$ cat src/hw/rtl/oobvmt_pkg.sv
// oobvmt_pkg: shared types and fixed field widths for the out-of-bag vote tally
// no dependencies; used by oobvmt_scan and oob_vote_margin_tally_core
`timescale 1ns / 1ps

package oobvmt_pkg;

    // fixed widths of the word fields
    localparam int unsigned CLASS_FIELD_W = 4;
    localparam int unsigned CFG_W         = 5;
    localparam int unsigned TALLY_W       = 11;
    localparam int unsigned MARGIN_W      = 12;
    localparam int unsigned S_TDATA_W     = 8;
    localparam int unsigned M_TDATA_W     = 32;
    localparam int unsigned TALLY_LIMIT   = 2047;

    typedef enum logic [2:0] {
        ST_CLEAR,
        ST_IDLE,
        ST_UPD,
        ST_SCAN,
        ST_DRAIN,
        ST_DONE
    } state_t;

    // control from the sequencer to the scan datapath
    typedef struct packed {
        logic clear;
        logic issue;
    } scan_ctrl_t;

endpackage

$ cat src/hw/rtl/oobvmt_ram.sv
// oobvmt_ram: generic single-write, single-read ram with registered read data
// read-first on a same-address write; no dependencies
`timescale 1ns / 1ps

module oobvmt_ram #(
    parameter int unsigned WIDTH = 11,
    parameter int unsigned DEPTH = 16
) (
    input  logic                     clk,
    input  logic                     we,
    input  logic [$clog2(DEPTH)-1:0] wr_addr,
    input  logic [WIDTH-1:0]         wr_data,
    input  logic [$clog2(DEPTH)-1:0] rd_addr,
    output logic [WIDTH-1:0]         rd_data
);

    logic [WIDTH-1:0] mem [DEPTH];
    logic [WIDTH-1:0] rd_data_reg;

    always_ff @(posedge clk)
    begin
        rd_data_reg <= mem[rd_addr];
        if (we)
        begin
            mem[wr_addr] <= wr_data;
        end
    end

    assign rd_data = rd_data_reg;

endmodule

$ cat src/hw/rtl/oobvmt_scan.sv
// oobvmt_scan: end-of-sample scan over the tally read stream
// tracks majority, runner-up and true-class votes; uses oobvmt_pkg
`timescale 1ns / 1ps

module oobvmt_scan #(
    parameter int unsigned MAX_CLASSES = 16
) (
    input  logic                                    clk,
    input  logic                                    rst_n,
    input  oobvmt_pkg::scan_ctrl_t                  ctrl,
    input  logic [$clog2(MAX_CLASSES)-1:0]          issue_idx,
    input  logic [$clog2(MAX_CLASSES+1)-1:0]        n_classes,
    input  logic [oobvmt_pkg::CLASS_FIELD_W-1:0]    true_class,
    input  logic [oobvmt_pkg::TALLY_W-1:0]          rd_data,
    output logic [$clog2(MAX_CLASSES)-1:0]          best_cls,
    output logic [$clog2(MAX_CLASSES)-1:0]          run_cls,
    output logic [oobvmt_pkg::TALLY_W-1:0]          run_votes,
    output logic [oobvmt_pkg::TALLY_W-1:0]          true_votes
);

    localparam int unsigned CW = $clog2(MAX_CLASSES);

    logic                             proc_valid_reg;
    logic [CW-1:0]                    proc_idx_reg;
    logic [oobvmt_pkg::TALLY_W-1:0]   best_reg;
    logic [CW-1:0]                    best_cls_reg;
    logic [oobvmt_pkg::TALLY_W-1:0]   run_reg;
    logic [CW-1:0]                    run_cls_reg;
    logic                             run_set_reg;
    logic [oobvmt_pkg::TALLY_W-1:0]   true_reg;
    logic                             in_use;
    logic                             is_true;

    assign in_use  = 32'(proc_idx_reg) < 32'(n_classes);
    assign is_true = 32'(proc_idx_reg) == 32'(true_class);

    // read data arrives in the cycle after the address is issued
    always_ff @(posedge clk or negedge rst_n)
    begin
        if (!rst_n)
        begin
            proc_valid_reg <= 1'b0;
        end
        else
        begin
            proc_valid_reg <= ctrl.issue;
        end
    end

    always_ff @(posedge clk)
    begin
        proc_idx_reg <= issue_idx;
        if (ctrl.clear)
        begin
            best_reg     <= '0;
            best_cls_reg <= '0;
            run_reg      <= '0;
            run_cls_reg  <= '0;
            run_set_reg  <= 1'b0;
            true_reg     <= '0;
        end
        else if (proc_valid_reg && in_use)
        begin
            if (rd_data > best_reg)
            begin
                best_reg     <= rd_data;
                best_cls_reg <= proc_idx_reg;
            end
            if (is_true)
            begin
                true_reg <= rd_data;
            end
            else if (!run_set_reg || rd_data > run_reg)
            begin
                run_reg     <= rd_data;
                run_cls_reg <= proc_idx_reg;
                run_set_reg <= 1'b1;
            end
        end
    end

    assign best_cls   = best_cls_reg;
    assign run_cls    = run_cls_reg;
    assign run_votes  = run_reg;
    assign true_votes = true_reg;

endmodule

$ cat src/hw/rtl/oob_vote_margin_tally_core.sv
// oob_vote_margin_tally_core: out-of-bag vote tally, majority class and margin
// a last vote goes through update, scan, drain and result load before m_tvalid
// a new vote word is not taken until the tally ram read-modify-write of the last one is done
// a last-tree word scans one tally entry a cycle, then drains and loads the result
// reset: async active low; clears control, then a clearing pass zeroes the tally ram,
// during which s_tready is low; class_count resets to 2
`timescale 1ns / 1ps

module oob_vote_margin_tally_core #(
    parameter int unsigned MAX_CLASSES = 16,
    parameter int unsigned MAX_TREES   = 1024
) (
    input  logic                                 clk,
    input  logic                                 rst_n,
    // configuration: class_count
    input  logic                                 cfg_valid,
    output logic                                 cfg_ready,
    input  logic [oobvmt_pkg::CFG_W-1:0]         cfg_data,
    // vote words
    input  logic                                 s_tvalid,
    output logic                                 s_tready,
    input  logic [oobvmt_pkg::S_TDATA_W-1:0]     s_tdata,  // vote_class[3:0], true_class[7:4]
    input  logic                                 s_tuser,  // vote_valid
    input  logic                                 s_tlast,  // last_tree
    // result words
    output logic                                 m_tvalid,
    input  logic                                 m_tready,
    // voted_class[3:0], runner_up_class[7:4], margin_count[19:8], vote_count[30:20], zero pad
    output logic [oobvmt_pkg::M_TDATA_W-1:0]     m_tdata,
    output logic                                 m_tuser   // has_vote
);

    localparam int unsigned CW  = $clog2(MAX_CLASSES);
    localparam int unsigned NW  = $clog2(MAX_CLASSES + 1);
    localparam int unsigned CAP = (MAX_TREES < oobvmt_pkg::TALLY_LIMIT) ?
                                  MAX_TREES : oobvmt_pkg::TALLY_LIMIT;
    localparam int unsigned TW  = oobvmt_pkg::TALLY_W;
    localparam int unsigned FW  = oobvmt_pkg::CLASS_FIELD_W;

    oobvmt_pkg::state_t state_reg, state_next;

    logic [oobvmt_pkg::CFG_W-1:0]  class_count_reg;
    logic [NW-1:0]                 n_classes;

    // current word held across the read-modify-write
    logic                          vote_ok_reg;
    logic [CW-1:0]                 vcls_reg;
    logic [FW-1:0]                 tcls_reg;
    logic                          last_reg;

    logic [TW-1:0]                 count_reg, count_next;
    logic [CW-1:0]                 idx_reg, idx_next;

    // ram port
    logic                          ram_we;
    logic [CW-1:0]                 ram_wr_addr;
    logic [TW-1:0]                 ram_wr_data;
    logic [CW-1:0]                 ram_rd_addr;
    logic [TW-1:0]                 ram_rd_data;

    // scan results
    oobvmt_pkg::scan_ctrl_t        scan_ctrl;
    logic [CW-1:0]                 best_cls;
    logic [CW-1:0]                 run_cls;
    logic [TW-1:0]                 run_votes;
    logic [TW-1:0]                 true_votes;

    // output register
    logic                          m_valid_reg;
    logic [oobvmt_pkg::M_TDATA_W-1:0] m_data_reg;
    logic                          m_user_reg;
    logic                          load_out;
    logic [oobvmt_pkg::MARGIN_W-1:0] margin;
    logic                          in_accept;
    logic [FW-1:0]                 in_vote_class;
    logic [FW-1:0]                 in_true_class;

    assign in_vote_class = s_tdata[FW-1:0];
    assign in_true_class = s_tdata[2*FW-1:FW];

    // classes in use: class_count clamped to 2 .. MAX_CLASSES
    always_comb
    begin
        if (class_count_reg < oobvmt_pkg::CFG_W'(2))
        begin
            n_classes = NW'(2);
        end
        else if (32'(class_count_reg) > MAX_CLASSES)
        begin
            n_classes = NW'(MAX_CLASSES);
        end
        else
        begin
            n_classes = NW'(class_count_reg);
        end
    end

    // config is taken while no word is in flight, including the reset clearing pass
    assign cfg_ready = (state_reg == oobvmt_pkg::ST_IDLE) ||
                       (state_reg == oobvmt_pkg::ST_CLEAR);
    assign s_tready  = (state_reg == oobvmt_pkg::ST_IDLE);
    assign in_accept = s_tvalid && s_tready;

    always_ff @(posedge clk or negedge rst_n)
    begin
        if (!rst_n)
        begin
            class_count_reg <= oobvmt_pkg::CFG_W'(2);
        end
        else if (cfg_valid && cfg_ready)
        begin
            class_count_reg <= cfg_data;
        end
    end

    // capture the vote; the class test uses the class count at acceptance
    always_ff @(posedge clk)
    begin
        if (in_accept)
        begin
            vote_ok_reg <= s_tuser && (32'(in_vote_class) < 32'(n_classes));
            vcls_reg    <= CW'(in_vote_class);
            tcls_reg    <= in_true_class;
            last_reg    <= s_tlast;
        end
    end

    always_ff @(posedge clk or negedge rst_n)
    begin
        if (!rst_n)
        begin
            state_reg <= oobvmt_pkg::ST_CLEAR;
            count_reg <= '0;
            idx_reg   <= '0;
        end
        else
        begin
            state_reg <= state_next;
            count_reg <= count_next;
            idx_reg   <= idx_next;
        end
    end

    // sequencer: clear pass, vote update, scan with clear-behind, result
    always_comb
    begin
        state_next      = state_reg;
        count_next      = count_reg;
        idx_next        = idx_reg;
        ram_we          = 1'b0;
        ram_wr_addr     = idx_reg;
        ram_wr_data     = '0;
        ram_rd_addr     = idx_reg;
        scan_ctrl.clear = 1'b0;
        scan_ctrl.issue = 1'b0;
        load_out        = 1'b0;

        unique case (state_reg)
            oobvmt_pkg::ST_CLEAR:
            begin
                ram_we = 1'b1;
                if (32'(idx_reg) == MAX_CLASSES - 1)
                begin
                    idx_next   = '0;
                    state_next = oobvmt_pkg::ST_IDLE;
                end
                else
                begin
                    idx_next = idx_reg + CW'(1);
                end
            end

            oobvmt_pkg::ST_IDLE:
            begin
                ram_rd_addr = CW'(in_vote_class);
                if (in_accept)
                begin
                    state_next = oobvmt_pkg::ST_UPD;
                end
            end

            oobvmt_pkg::ST_UPD:
            begin
                ram_wr_addr = vcls_reg;
                if (vote_ok_reg)
                begin
                    ram_we = 1'b1;
                    if (32'(ram_rd_data) < CAP)
                    begin
                        ram_wr_data = ram_rd_data + TW'(1);
                    end
                    else
                    begin
                        ram_wr_data = ram_rd_data;
                    end
                    if (32'(count_reg) < CAP)
                    begin
                        count_next = count_reg + TW'(1);
                    end
                end
                if (last_reg)
                begin
                    scan_ctrl.clear = 1'b1;
                    idx_next        = '0;
                    state_next      = oobvmt_pkg::ST_SCAN;
                end
                else
                begin
                    state_next = oobvmt_pkg::ST_IDLE;
                end
            end

            oobvmt_pkg::ST_SCAN:
            begin
                // read each entry and zero it behind the read
                ram_we          = 1'b1;
                scan_ctrl.issue = 1'b1;
                if (32'(idx_reg) == MAX_CLASSES - 1)
                begin
                    idx_next   = '0;
                    state_next = oobvmt_pkg::ST_DRAIN;
                end
                else
                begin
                    idx_next = idx_reg + CW'(1);
                end
            end

            oobvmt_pkg::ST_DRAIN:
            begin
                state_next = oobvmt_pkg::ST_DONE;
            end

            oobvmt_pkg::ST_DONE:
            begin
                if (!m_valid_reg || m_tready)
                begin
                    load_out   = 1'b1;
                    count_next = '0;
                    state_next = oobvmt_pkg::ST_IDLE;
                end
            end

            default:
            begin
                state_next = oobvmt_pkg::ST_IDLE;
            end
        endcase
    end

    oobvmt_ram #(
        .WIDTH (TW),
        .DEPTH (MAX_CLASSES)
    ) u_tally_ram (
        .clk     (clk),
        .we      (ram_we),
        .wr_addr (ram_wr_addr),
        .wr_data (ram_wr_data),
        .rd_addr (ram_rd_addr),
        .rd_data (ram_rd_data)
    );

    oobvmt_scan #(
        .MAX_CLASSES (MAX_CLASSES)
    ) u_scan (
        .clk        (clk),
        .rst_n      (rst_n),
        .ctrl       (scan_ctrl),
        .issue_idx  (idx_reg),
        .n_classes  (n_classes),
        .true_class (tcls_reg),
        .rd_data    (ram_rd_data),
        .best_cls   (best_cls),
        .run_cls    (run_cls),
        .run_votes  (run_votes),
        .true_votes (true_votes)
    );

    // margin wraps into 12 bits two's complement
    assign margin = oobvmt_pkg::MARGIN_W'(true_votes) - oobvmt_pkg::MARGIN_W'(run_votes);

    // output register: the next vote word may be taken while a result waits
    always_ff @(posedge clk or negedge rst_n)
    begin
        if (!rst_n)
        begin
            m_valid_reg <= 1'b0;
        end
        else if (load_out)
        begin
            m_valid_reg <= 1'b1;
        end
        else if (m_tready)
        begin
            m_valid_reg <= 1'b0;
        end
    end

    always_ff @(posedge clk)
    begin
        if (load_out)
        begin
            if (count_reg == '0)
            begin
                // no out-of-bag vote: every field reads zero
                m_data_reg <= '0;
                m_user_reg <= 1'b0;
            end
            else
            begin
                m_data_reg <= oobvmt_pkg::M_TDATA_W'({count_reg, margin,
                                                      FW'(run_cls), FW'(best_cls)});
                m_user_reg <= 1'b1;
            end
        end
    end

    assign m_tvalid = m_valid_reg;
    assign m_tdata  = m_data_reg;
    assign m_tuser  = m_user_reg;

endmodule
$ cat config.mk
export PLATFORM = sky130hd
export DESIGN_NAME = oob_vote_margin_tally_core
export DESIGN_NICKNAME = d
export VERILOG_FILES = /design/src/hw/rtl/oobvmt_pkg.sv /design/src/hw/rtl/oobvmt_ram.sv /design/src/hw/rtl/oobvmt_scan.sv /design/src/hw/rtl/oob_vote_margin_tally_core.sv
export SDC_FILE = /design/constraint.sdc
export NUM_CORES = 1
export LEC_CHECK = 0
export ABC_AREA = 1
export BUFFER_PORTS_ARGS = -buffer_cell sky130_fd_sc_hd__clkbuf_2
export CAP_MARGIN = 10
export CORE_MARGIN = 2
export CORE_UTILIZATION = 62
export CTS_CLUSTER_SIZE = 28
export DETAILED_ROUTE_END_ITERATION = 10
export GPL_TIMING_DRIVEN = 0
export PLACE_DENSITY = 0.8
export RECOVER_POWER = 25
export SETUP_SLACK_MARGIN = 0.05
export SLEW_MARGIN = 40
export SYNTH_ARGS = -nofsm -noshare
export SYNTH_HDL_FRONTEND = slang
export SYNTH_SLANG_ARGS = --single-unit
$ cat constraint.sdc
create_clock -name clk -period 3.4 [get_ports clk]
set_input_delay 0.68 -clock clk [delete_from_list [all_inputs] [get_ports clk]]
set_output_delay 0.68 -clock clk [all_outputs]
set_load 0.005 [all_outputs]
==> impl_metrics.env, run 1 <==
export IMPL_crit_type="reg2reg"
export IMPL_die_h_um=155.1
export IMPL_whs_ns=0.2873
export IMPL_p_seq_frac=0.348
export IMPL_switching_share=0.4374
export IMPL_synth_area_um2=14160
export IMPL_rows=55
export IMPL_regMostFlops="u_tally_ram.mem"
export IMPL_clock_tree_root_cell="clkbuf_16"
export IMPL_io_pins=56
export IMPL_synth_ff_type="edfxtp_1"
export IMPL_power_frac_comb=0.464
export IMPL_vias_per_cell=5.504
export IMPL_total_power_mw=16.14
export IMPL_p_per_area_nw_per_um2=1024
export IMPL_first_global_vias=10280
export IMPL_cp_start_kind="flip-flop"
export IMPL_slowest_delay_ns=0.63
export IMPL_cts_htree_levels=1
export IMPL_routed_via_count=10790
export IMPL_antenna_cells=0
export IMPL_critPathSlowestCell="nor2_2"
export IMPL_cp_arrival_ns=3.26
export IMPL_yosysWarnings=0
export IMPL_routedWlPerCell_um=16.83
export IMPL_finalSetupViolCount=0
export IMPL_core_area_um2=22500
export IMPL_power_internal_mw=9.082
export IMPL_clock_skew_final_ns=0.01849
export IMPL_syn2layout_area_growth_pct=11.38
export IMPL_io_buffers=54
export IMPL_critPathBufInv=3
export IMPL_hold_buffers=0
export IMPL_timing_slew_headroom=0.09218
export IMPL_crit_cells=8
export IMPL_clkTransAtPathRegs_ns=0.06
export IMPL_r2r_start="state_reg[0]$_DFFE_PN0P_"
export IMPL_critical_path_endpoint="u_tally_ram.mem[4][5]$_DFFE_PP_"
export IMPL_syn_num_nets=1628
export IMPL_fillers=1635
export IMPL_gp_congestion=0.9192
export IMPL_clk_path_buf_depth=3
export IMPL_grt_pass1_wl_mm=52.46
export IMPL_dieArea_um2=24060
export IMPL_async_flop_share=0.08333
export IMPL_r2r_cells=8
export IMPL_switchingPower_mw=7.061
export IMPL_leakage_nw=7.216
export IMPL_drive_gt1_frac=0.09134
export IMPL_finalCritPeriodShare=0.9046
export IMPL_hp_class="in2reg"
export IMPL_fin_crit_ns=3.076
export IMPL_drc_errors=0
export IMPL_first_pass_iters=6
export IMPL_ys_ff_latch=300
export IMPL_cts_resized=0
export IMPL_synth_edff_count=218
export IMPL_p_clk_frac=0.188
export IMPL_dpl_hpwl_mm=23.00
export IMPL_final_cell_mix="373 x nand2_1, 281 x inv_1, 218 x edfxtp_1"
export IMPL_syn_area_per_cell_um2=9.053
export IMPL_crit_path_end_kind="flip-flop"
export IMPL_max_freq_mhz=325.1
export IMPL_critPathTopFamily="simple AND/OR/NAND/NOR gates"
export IMPL_timing_final_hold_violations=0
export IMPL_nNetsFinal=1716
export IMPL_finalMaxSlewViolations=0
export IMPL_drtAntennaViolNets=0
export IMPL_start_util=0.6292
export IMPL_ys_types=44
export IMPL_regArea_um2=8314
export IMPL_rr_endpoint="u_tally_ram.mem[4][5]$_DFFE_PP_"
export IMPL_status="complete, no violations"
export IMPL_multi_input_area_um2=4574
export IMPL_clk_latency_ns=0.57
export IMPL_cts_made_buffers=30
export IMPL_antenna_found_initial=0
export IMPL_worstPathRequired_ns=3.58
export IMPL_critical_path_max_fanout=11
export IMPL_die_w_um=155.1
export IMPL_syn_inst=1564
export IMPL_cts_sinks=300
export IMPL_place_inst=1905
export IMPL_rsz0062_at_grt="no"
export IMPL_worstMarginPinSlew_ns=1.362
export IMPL_fin_cells=1960
export IMPL_reg2reg_slack_ns=0.32
export IMPL_irDropWorstVdd_uv=643.1
export IMPL_cts_setup_buffers=0
export IMPL_track_usage=0.2786
export IMPL_wl_mm=32.99
export IMPL_grt_ovfl_total=0
export IMPL_drt_iter0_markers=1139
export IMPL_final_common_cell="nand2_1"
export IMPL_ys_seq_area_frac=0.5872
export IMPL_cp_cell_sequence="inv_1 > nand3_1 > clkbuf_1 > nor2_2 > inv_1 > nand2_1 > nand3_1 > nor2_2"
export IMPL_crit_path_start="state_reg[0]$_DFFE_PN0P_"
export IMPL_cts_tree="yes"
export IMPL_grt_max_degree=26
export IMPL_drv_cap=0
export IMPL_largest_reg_flops=176
## layer usage
metal,vias up,global-route usage,routed length [um]
li1,5213,-,-
met1,5018,0.3829,13630
met2,482,0.4559,15660
met3,74,0.04318,2860
met4,0,0.09877,839
met5,-,0,0
## cell usage after synthesis (3+ instances only)
cell,n,share of area
o21ai_0,38,0.013
edfxtp_1,218,0.46
dfxtp_1,57,0.081
buf_4,7,0.0037
buf_6,4,0.0032
clkbuf_1,16,0.0042
nand2_1,373,0.099
dfrtp_1,24,0.042
nand4_1,13,0.0057
mux2_2,3,0.0024
xor2_1,7,0.0043
a21oi_1,51,0.018
inv_1,279,0.074
nor3_1,15,0.0053
inv_2,3,0.00080
o21a_1,5,0.0027
buf_2,32,0.011
ha_1,43,0.038
nand3_1,200,0.071
nor2_2,3,0.0013
nor2_1,143,0.038
## how the worst min path moves through the flow
stage | endpoint | slack, ns | depth (start not counted) | startpoint
2_1_floorplan | u_scan.proc_idx_reg[1]$_DFF_P_ | 0.37 | 0 | idx_reg[1]$_DFFE_PN0P_
3_3_place_gp | u_scan.proc_idx_reg[1]$_DFF_P_ | 0.39 | 0 | idx_reg[1]$_DFFE_PN0P_
3_5_place_dp | u_scan.proc_idx_reg[1]$_DFF_P_ | 0.39 | 0 | idx_reg[1]$_DFFE_PN0P_
5_1_grt | tcls_reg[2]$_DFFE_PP_ | 0.28 | 1 | s_tdata[6]
4_1_cts | count_reg[9]$_DFFE_PN0P_ | 0.14 | 1 | rst_n
6_report | tcls_reg[2]$_DFFE_PP_ | 0.29 | 1 | s_tdata[6]
## power groups by stage
stage	Sequential, mW	Clock, mW	Combinational (mW)
3_3_place_gp	5.66	0	6.97
5_1_grt	5.70	3.18	8.38
3_5_place_dp	5.68	0	7.33
6_report	5.62	3.03	7.49
2_1_floorplan	5.50	0	5.19
4_1_cts	5.61	3.05	7.41
## worst reg2reg max path, cell delays in order, from the launching register on
cell	delay (ns)
dfrtp_1	0.42
inv_1	0.10
nand3_1	0.12
clkbuf_1	0.25
nor2_2	0.32
inv_1	0.33
nand2_1	0.25
nand3_1	0.28
nor2_2	0.63
## stage by stage
step / TNS [ns] / util / cell area (um2) / setup slack, ns
after CTS: 0 / 0.7033 / 15830 / 0.4217
after global routing: 0 / 0.7008 / 15770 / 0.1134
after detailed placement: 0 / 0.6636 / 14930 / 0.4680
after global placement: -0.4701 / 0.6570 / 14790 / -0.01898
final: 0 / 0.7008 / 15770 / 0.3243
after floorplan: 0 / - / 14160 / 0.6634
## cells by family (layout without fill, tap and decap cells)
kind of cell	count (synthesis)	count (layout)	synth area share
flops	300	300	0.5872
other cells	1	1	0.0002649
xor+xnor	7	7	0.004330
mux	3	3	0.002386
buf+inv	343	454	0.09774
simple gates	760	760	0.2274
fa+ha+maj	44	44	0.03941
compound gates	106	106	0.04127
## area by class of cell
type	count	share of cell area
Buffer	61	0.02007
Clock buffer	36	0.04903
Clock inverter	19	0.007537
Inverter	282	0.06712
Multi-Input combinational cell	921	0.2901
Sequential cell	300	0.5272
Tap cell	285	0.02261
Timing Repair Buffer	56	0.01634
Power figures use the tool's default switching activity.
==> inputs of run 2 (changes only) <==
--- a/config.mk
+++ b/config.mk
@@ -13,6 +13,7 @@
 export CTS_CLUSTER_SIZE = 28
 export DETAILED_ROUTE_END_ITERATION = 10
 export GPL_TIMING_DRIVEN = 0
+export MAX_ROUTING_LAYER = met4
 export PLACE_DENSITY = 0.8
 export RECOVER_POWER = 25
 export SETUP_SLACK_MARGIN = 0.05
==> run 2 against run 1 <==
  * Die area stayed put
  * Fmax is 0.10% higher
  * Register-to-register slack hardly changed
  * Via count is 0.74% higher
  * Non-clock buffer count stayed put
  * Global-route usage is 1.2 points higher
  * Routed wire length is 1.5% higher
  * Critical endpoint is now u_tally_ram.mem[12][4]$_DFFE_PP_
  * First-iteration DRC count is 16% higher
  * Sequential cell count stayed put
  * Sequential share of layout area is 0.38 points lower
==> impl_metrics.env, run 2 (synthesis gave the netlist of run 1 again) <==
export IMPL_p_seq_frac=0.340
export IMPL_multi_input_area_um2=4574
export IMPL_cts_sinks=300
export IMPL_fillers=1619
export IMPL_die_h_um=155.1
export IMPL_gp_congestion=0.9307
export IMPL_rows=55
export IMPL_cts_setup_buffers=0
export IMPL_cts_htree_levels=1
export IMPL_clock_skew_final_ns=0.01774
export IMPL_slowest_delay_ns=0.64
export IMPL_vias_per_cell=5.547
export IMPL_critPathBufInv=3
export IMPL_whs_ns=0.3000
export IMPL_timing_slew_headroom=0.05332
export IMPL_critical_path_max_fanout=11
export IMPL_rsz0062_at_grt="no"
export IMPL_finalMaxSlewViolations=0
export IMPL_irDropWorstVdd_uv=652.0
export IMPL_start_util=0.6292
export IMPL_cts_made_buffers=30
export IMPL_status="complete, no violations"
export IMPL_antenna_found_initial=0
export IMPL_cts_resized=0
export IMPL_regMostFlops="u_tally_ram.mem"
export IMPL_regArea_um2=8314
export IMPL_p_clk_frac=0.204
export IMPL_worstMarginPinSlew_ns=1.420
export IMPL_dieArea_um2=24060
export IMPL_grt_max_degree=26
export IMPL_first_pass_iters=6
export IMPL_cp_start_kind="flip-flop"
export IMPL_critPathSlowestCell="nor2_2"
export IMPL_finalSetupViolCount=0
export IMPL_timing_final_hold_violations=0
export IMPL_largest_reg_flops=176
export IMPL_routed_via_count=10870
export IMPL_core_area_um2=22500
export IMPL_finalCritPeriodShare=0.9037
export IMPL_io_pins=56
export IMPL_drtAntennaViolNets=0
export IMPL_clk_path_buf_depth=3
export IMPL_clkTransAtPathRegs_ns=0.06
export IMPL_p_per_area_nw_per_um2=1040
export IMPL_drive_gt1_frac=0.09558
export IMPL_io_buffers=54
export IMPL_antenna_cells=0
export IMPL_clock_tree_root_cell="clkbuf_16"
export IMPL_crit_type="reg2reg"
export IMPL_drt_iter0_markers=1321
export IMPL_die_w_um=155.1
export IMPL_power_frac_comb=0.456
export IMPL_hold_buffers=0
export IMPL_leakage_nw=7.279
export IMPL_routedWlPerCell_um=17.09
export IMPL_crit_path_end_kind="flip-flop"
export IMPL_hp_class="in2reg"
export IMPL_critPathTopFamily="simple AND/OR/NAND/NOR gates"
export IMPL_nNetsFinal=1716
export IMPL_cp_cell_sequence="inv_1 > nand3_1 > clkbuf_1 > nor2_2 > inv_1 > nand2_1 > nand3_1 > nor2_2"
export IMPL_final_cell_mix="373 x nand2_1, 281 x inv_1, 218 x edfxtp_1"
export IMPL_fin_crit_ns=3.073
export IMPL_cp_arrival_ns=3.26
export IMPL_cts_tree="yes"
export IMPL_dpl_hpwl_mm=22.92
export IMPL_max_freq_mhz=325.5
export IMPL_drc_errors=0
export IMPL_wl_mm=33.49
export IMPL_clk_latency_ns=0.56
export IMPL_grt_pass1_wl_mm=52.58
export IMPL_first_global_vias=10330
export IMPL_switching_share=0.4309
export IMPL_drv_cap=0
export IMPL_worstPathRequired_ns=3.58
export IMPL_switchingPower_mw=7.121
export IMPL_track_usage=0.2906
export IMPL_power_internal_mw=9.406
export IMPL_total_power_mw=16.53
export IMPL_syn2layout_area_growth_pct=12.19
export IMPL_final_common_cell="nand2_1"
export IMPL_grt_ovfl_total=0
==> run 2: cell count changes in the layout (fill, tap and decap cells not counted), sizes merged <==
cell,delta
inv,+1
clkbuf,+2
bufinv,+3
clkinv,-7
==> run 2: cell type report <==
| type | instances | area share |
|---|---|---|
| Clock buffer | 38 | 0.05183 |
| Buffer | 61 | 0.01993 |
| Timing Repair Buffer | 56 | 0.01638 |
| Inverter | 282 | 0.06664 |
| Sequential cell | 300 | 0.5234 |
| Tap cell | 285 | 0.02245 |
| Multi-Input combinational cell | 921 | 0.2880 |
| Clock inverter | 16 | 0.01142 |
==> run 2: stage by stage <==
| step | TNS (ns) | cell area (um2) | worst slack [ns] | util | std cells |
|---|---|---|---|---|---|
| CTS | 0 | 15940 | 0.3307 | 0.7081 | 1959 |
| global placement | -0.3883 | 14790 | -0.01638 | 0.6570 | 1903 |
| floorplan | 0 | 14160 | 0.6634 | - | 1564 |
| detailed placement | 0 | 14930 | 0.3665 | 0.6635 | 1905 |
| global route | 0 | 15890 | 0.1287 | 0.7059 | 1959 |
| finish | 0 | 15890 | 0.3275 | 0.7059 | 1959 |
==> run 2: worst paths after layout <==
check                      slack, ns                          endpoint                startpoint  depth (start not counted)
max                             0.33  u_tally_ram.mem[12][4]$_DFFE_PP_  state_reg[0]$_DFFE_PN0P_                          8
min                             0.30             tcls_reg[2]$_DFFE_PP_                s_tdata[6]                          1
max reg2reg                     0.33  u_tally_ram.mem[12][4]$_DFFE_PP_  state_reg[0]$_DFFE_PN0P_                          8
min reg2reg                     0.43    u_scan.proc_idx_reg[1]$_DFF_P_    idx_reg[1]$_DFFE_PN0P_                          0
max in group asynchronous       2.12          state_reg[2]$_DFFE_PN0P_                     rst_n                          1
min in group asynchronous       0.44          count_reg[5]$_DFFE_PN0P_                     rst_n                          1
==> run 2: power by group through the flow <==
stage / sequential, mW / combinational (mW) / clock (mW)
CTS: 5.61 / 7.43 / 3.39
finish: 5.62 / 7.53 / 3.38
global placement: 5.66 / 6.96 / 0
detailed placement: 5.68 / 7.33 / 0
global route: 5.71 / 8.40 / 3.53
floorplan: 5.50 / 5.19 / 0
==> run 2: worst register-to-register path: cells and delay by family, from the launching register on <==
kind	cells	cell delay, ns
buffers and inverters	3	0.70
flip-flops	1	0.42
AND/OR/NAND/NOR	5	1.58
==> run 2: metal layers <==
metal | part of all wire | global-route usage | routed length (um)
met1 | 0.40 | 0.3842 | 13440
met2 | 0.47 | 0.4641 | 15610
met3 | 0.094 | 0.03788 | 3144
met4 | 0.038 | 0.1116 | 1287
met5 | 0 | - | 0
==> inputs of run 3 (changes only) <==
--- a/config.mk
+++ b/config.mk
@@ -9,12 +9,12 @@
 export BUFFER_PORTS_ARGS = -buffer_cell sky130_fd_sc_hd__clkbuf_2
 export CAP_MARGIN = 10
 export CORE_MARGIN = 2
-export CORE_UTILIZATION = 62
+export CORE_UTILIZATION = 66
 export CTS_CLUSTER_SIZE = 28
 export DETAILED_ROUTE_END_ITERATION = 10
 export GPL_TIMING_DRIVEN = 0
 export MAX_ROUTING_LAYER = met4
-export PLACE_DENSITY = 0.8
+export PLACE_DENSITY = 0.84
 export RECOVER_POWER = 25
 export SETUP_SLACK_MARGIN = 0.05
 export SLEW_MARGIN = 40
==> constraint.sdc (replaced) <==
create_clock -name clk -period 3.65 [get_ports clk]
set_input_delay 0.73 -clock clk [delete_from_list [all_inputs] [get_ports clk]]
set_output_delay 0.73 -clock clk [all_outputs]
set_load 0.005 [all_outputs]
==> run 3 against run 2 <==
  * Clock skew down 0.0020 ns
  * Non-clock buffer count unchanged
  * Highest routed layer unchanged
  * Clock-buffer cell count up 14
  * Critical path type unchanged
  * Hold slack better by 0.053 ns
==> impl_metrics.env, run 3 (synthesis gave the netlist of run 1 again) <==
export IMPL_status="complete, no violations"
export IMPL_leakage_nw=7.267
export IMPL_max_freq_mhz=314.1
export IMPL_syn2layout_area_growth_pct=11.90
export IMPL_clock_skew_final_ns=0.01573
export IMPL_dieArea_um2=22640
export IMPL_finalSetupViolCount=0
export IMPL_p_per_area_nw_per_um2=969.7
export IMPL_finalCritPeriodShare=0.8722
export IMPL_dpl_hpwl_mm=23.09
export IMPL_final_cell_mix="373 x nand2_1, 281 x inv_1, 218 x edfxtp_1"
export IMPL_slowest_delay_ns=0.98
export IMPL_regMostFlops="u_tally_ram.mem"
export IMPL_critPathBufInv=2
export IMPL_clk_path_buf_depth=3
export IMPL_critPathTopFamily="simple AND/OR/NAND/NOR gates"
export IMPL_worstMarginPinSlew_ns=1.378
export IMPL_first_global_vias=10300
export IMPL_cts_made_buffers=31
export IMPL_crit_path_end_kind="flip-flop"
export IMPL_io_pins=56
export IMPL_routedWlPerCell_um=17.02
export IMPL_cts_setup_buffers=0
export IMPL_critical_path_max_fanout=23
export IMPL_timing_final_hold_violations=0
export IMPL_drt_iter0_markers=1254
export IMPL_track_usage=0.3116
export IMPL_hold_buffers=0
export IMPL_finalMaxSlewViolations=0
export IMPL_grt_ovfl_total=0
export IMPL_critPathSlowestCell="nor2_1"
export IMPL_fin_cells=1953
export IMPL_cts_htree_levels=1
export IMPL_crit_type="reg2reg"
export IMPL_vias_per_cell=5.608
export IMPL_fin_crit_ns=3.184
export IMPL_rsz0062_at_grt="no"
export IMPL_cts_tree="yes"
export IMPL_io_buffers=54
export IMPL_wl_mm=33.23
export IMPL_die_h_um=150.5
export IMPL_first_pass_iters=5
export IMPL_cp_start_kind="flip-flop"
export IMPL_grt_pass1_wl_mm=52.99
export IMPL_clk_latency_ns=0.56
export IMPL_largest_reg_flops=176
export IMPL_cts_resized=0
export IMPL_cp_cell_sequence="inv_1 > nand3_1 > nor2_1 > dlymetal6s2s_1"
export IMPL_whs_ns=0.3532
export IMPL_place_inst=1895
export IMPL_cp_arrival_ns=3.36
export IMPL_worstPathRequired_ns=3.82
export IMPL_timing_slew_headroom=0.08148
export IMPL_finalSetupTns_ns=0
export IMPL_drtAntennaViolNets=0
export IMPL_drc_errors=0
export IMPL_routed_via_count=10950
export IMPL_clkTransAtPathRegs_ns=0.06
export IMPL_final_common_cell="nand2_1"
export IMPL_core_area_um2=21020
export IMPL_gp_congestion=0.9243
export IMPL_antenna_found_initial=0
export IMPL_drive_gt1_frac=0.09178
export IMPL_irDropWorstVdd_uv=597.2
export IMPL_rows=53
export IMPL_die_w_um=150.5
export IMPL_drv_cap=0
export IMPL_antenna_cells=0
export IMPL_grt_max_degree=26
export IMPL_hp_class="in2reg"
export IMPL_cts_sinks=300
export IMPL_nNetsFinal=1717
export IMPL_start_util=0.6735
export IMPL_clock_tree_root_cell="clkbuf_16"
[run 3: path summary, 6_finish.rpt]
kind,from,end,slack [ns],depth (start not counted)
hold / removal,s_tdata[5],tcls_reg[1]$_DFFE_PP_,0.35,1
setup / recovery,state_reg[1]$_DFFE_PN0P_,m_tdata[18]$_SDFFCE_PN0P_,0.47,4
max in group asynchronous,rst_n,u_scan.proc_valid_reg$_DFF_PN0_,2.36,1
setup reg to reg,state_reg[1]$_DFFE_PN0P_,m_tdata[18]$_SDFFCE_PN0P_,0.47,4
min in group asynchronous,rst_n,count_reg[1]$_DFFE_PN0P_,0.48,1
hold reg to reg,idx_reg[1]$_DFFE_PN0P_,u_scan.proc_idx_reg[1]$_DFF_P_,0.41,0
[run 3: area by class of cell]
type                       count  area (um2)
buffer                        61       316.6
timing repair buffer          56       255.2
clock buffer                  52       924.6
inverter                     282        1059
fill                        1418        5177
clock inverter                 6       58.81
multi-input combinational    921        4572
sequential                   300        8314
tap                          275       344.1
[run 3: report_power, final]
| group | switching [mW] | internal [mW] |
|---|---|---|
| Combinational | 4.93 | 2.18 |
| Clock | 1.27 | 1.78 |
| Sequential | 0.492 | 4.72 |
| Total | 6.69 | 8.68 |
[run 3: routing by layer]
layer,share of wire,GRT usage,vias to the layer above
met5,0,-,-
met3,0.098,0.05182,71
li1,-,-,5212
met4,0.024,0.07830,0
met2,0.47,0.4823,540
met1,0.41,0.4363,5130
[run 3: metrics by stage]
stage          power (mW)  setup WS (ns)  utilization  instance area [um2]
6_report            15.36         0.4664       0.7537                15840
5_1_grt             16.40         0.2405       0.7537                15840
4_1_cts             15.22         0.7229       0.7556                15880
3_5_place_dp        12.16         0.7488       0.7088                14900
3_3_place_gp        11.79         0.2313       0.7028                14770
2_1_floorplan       9.950         0.8634            -                14160
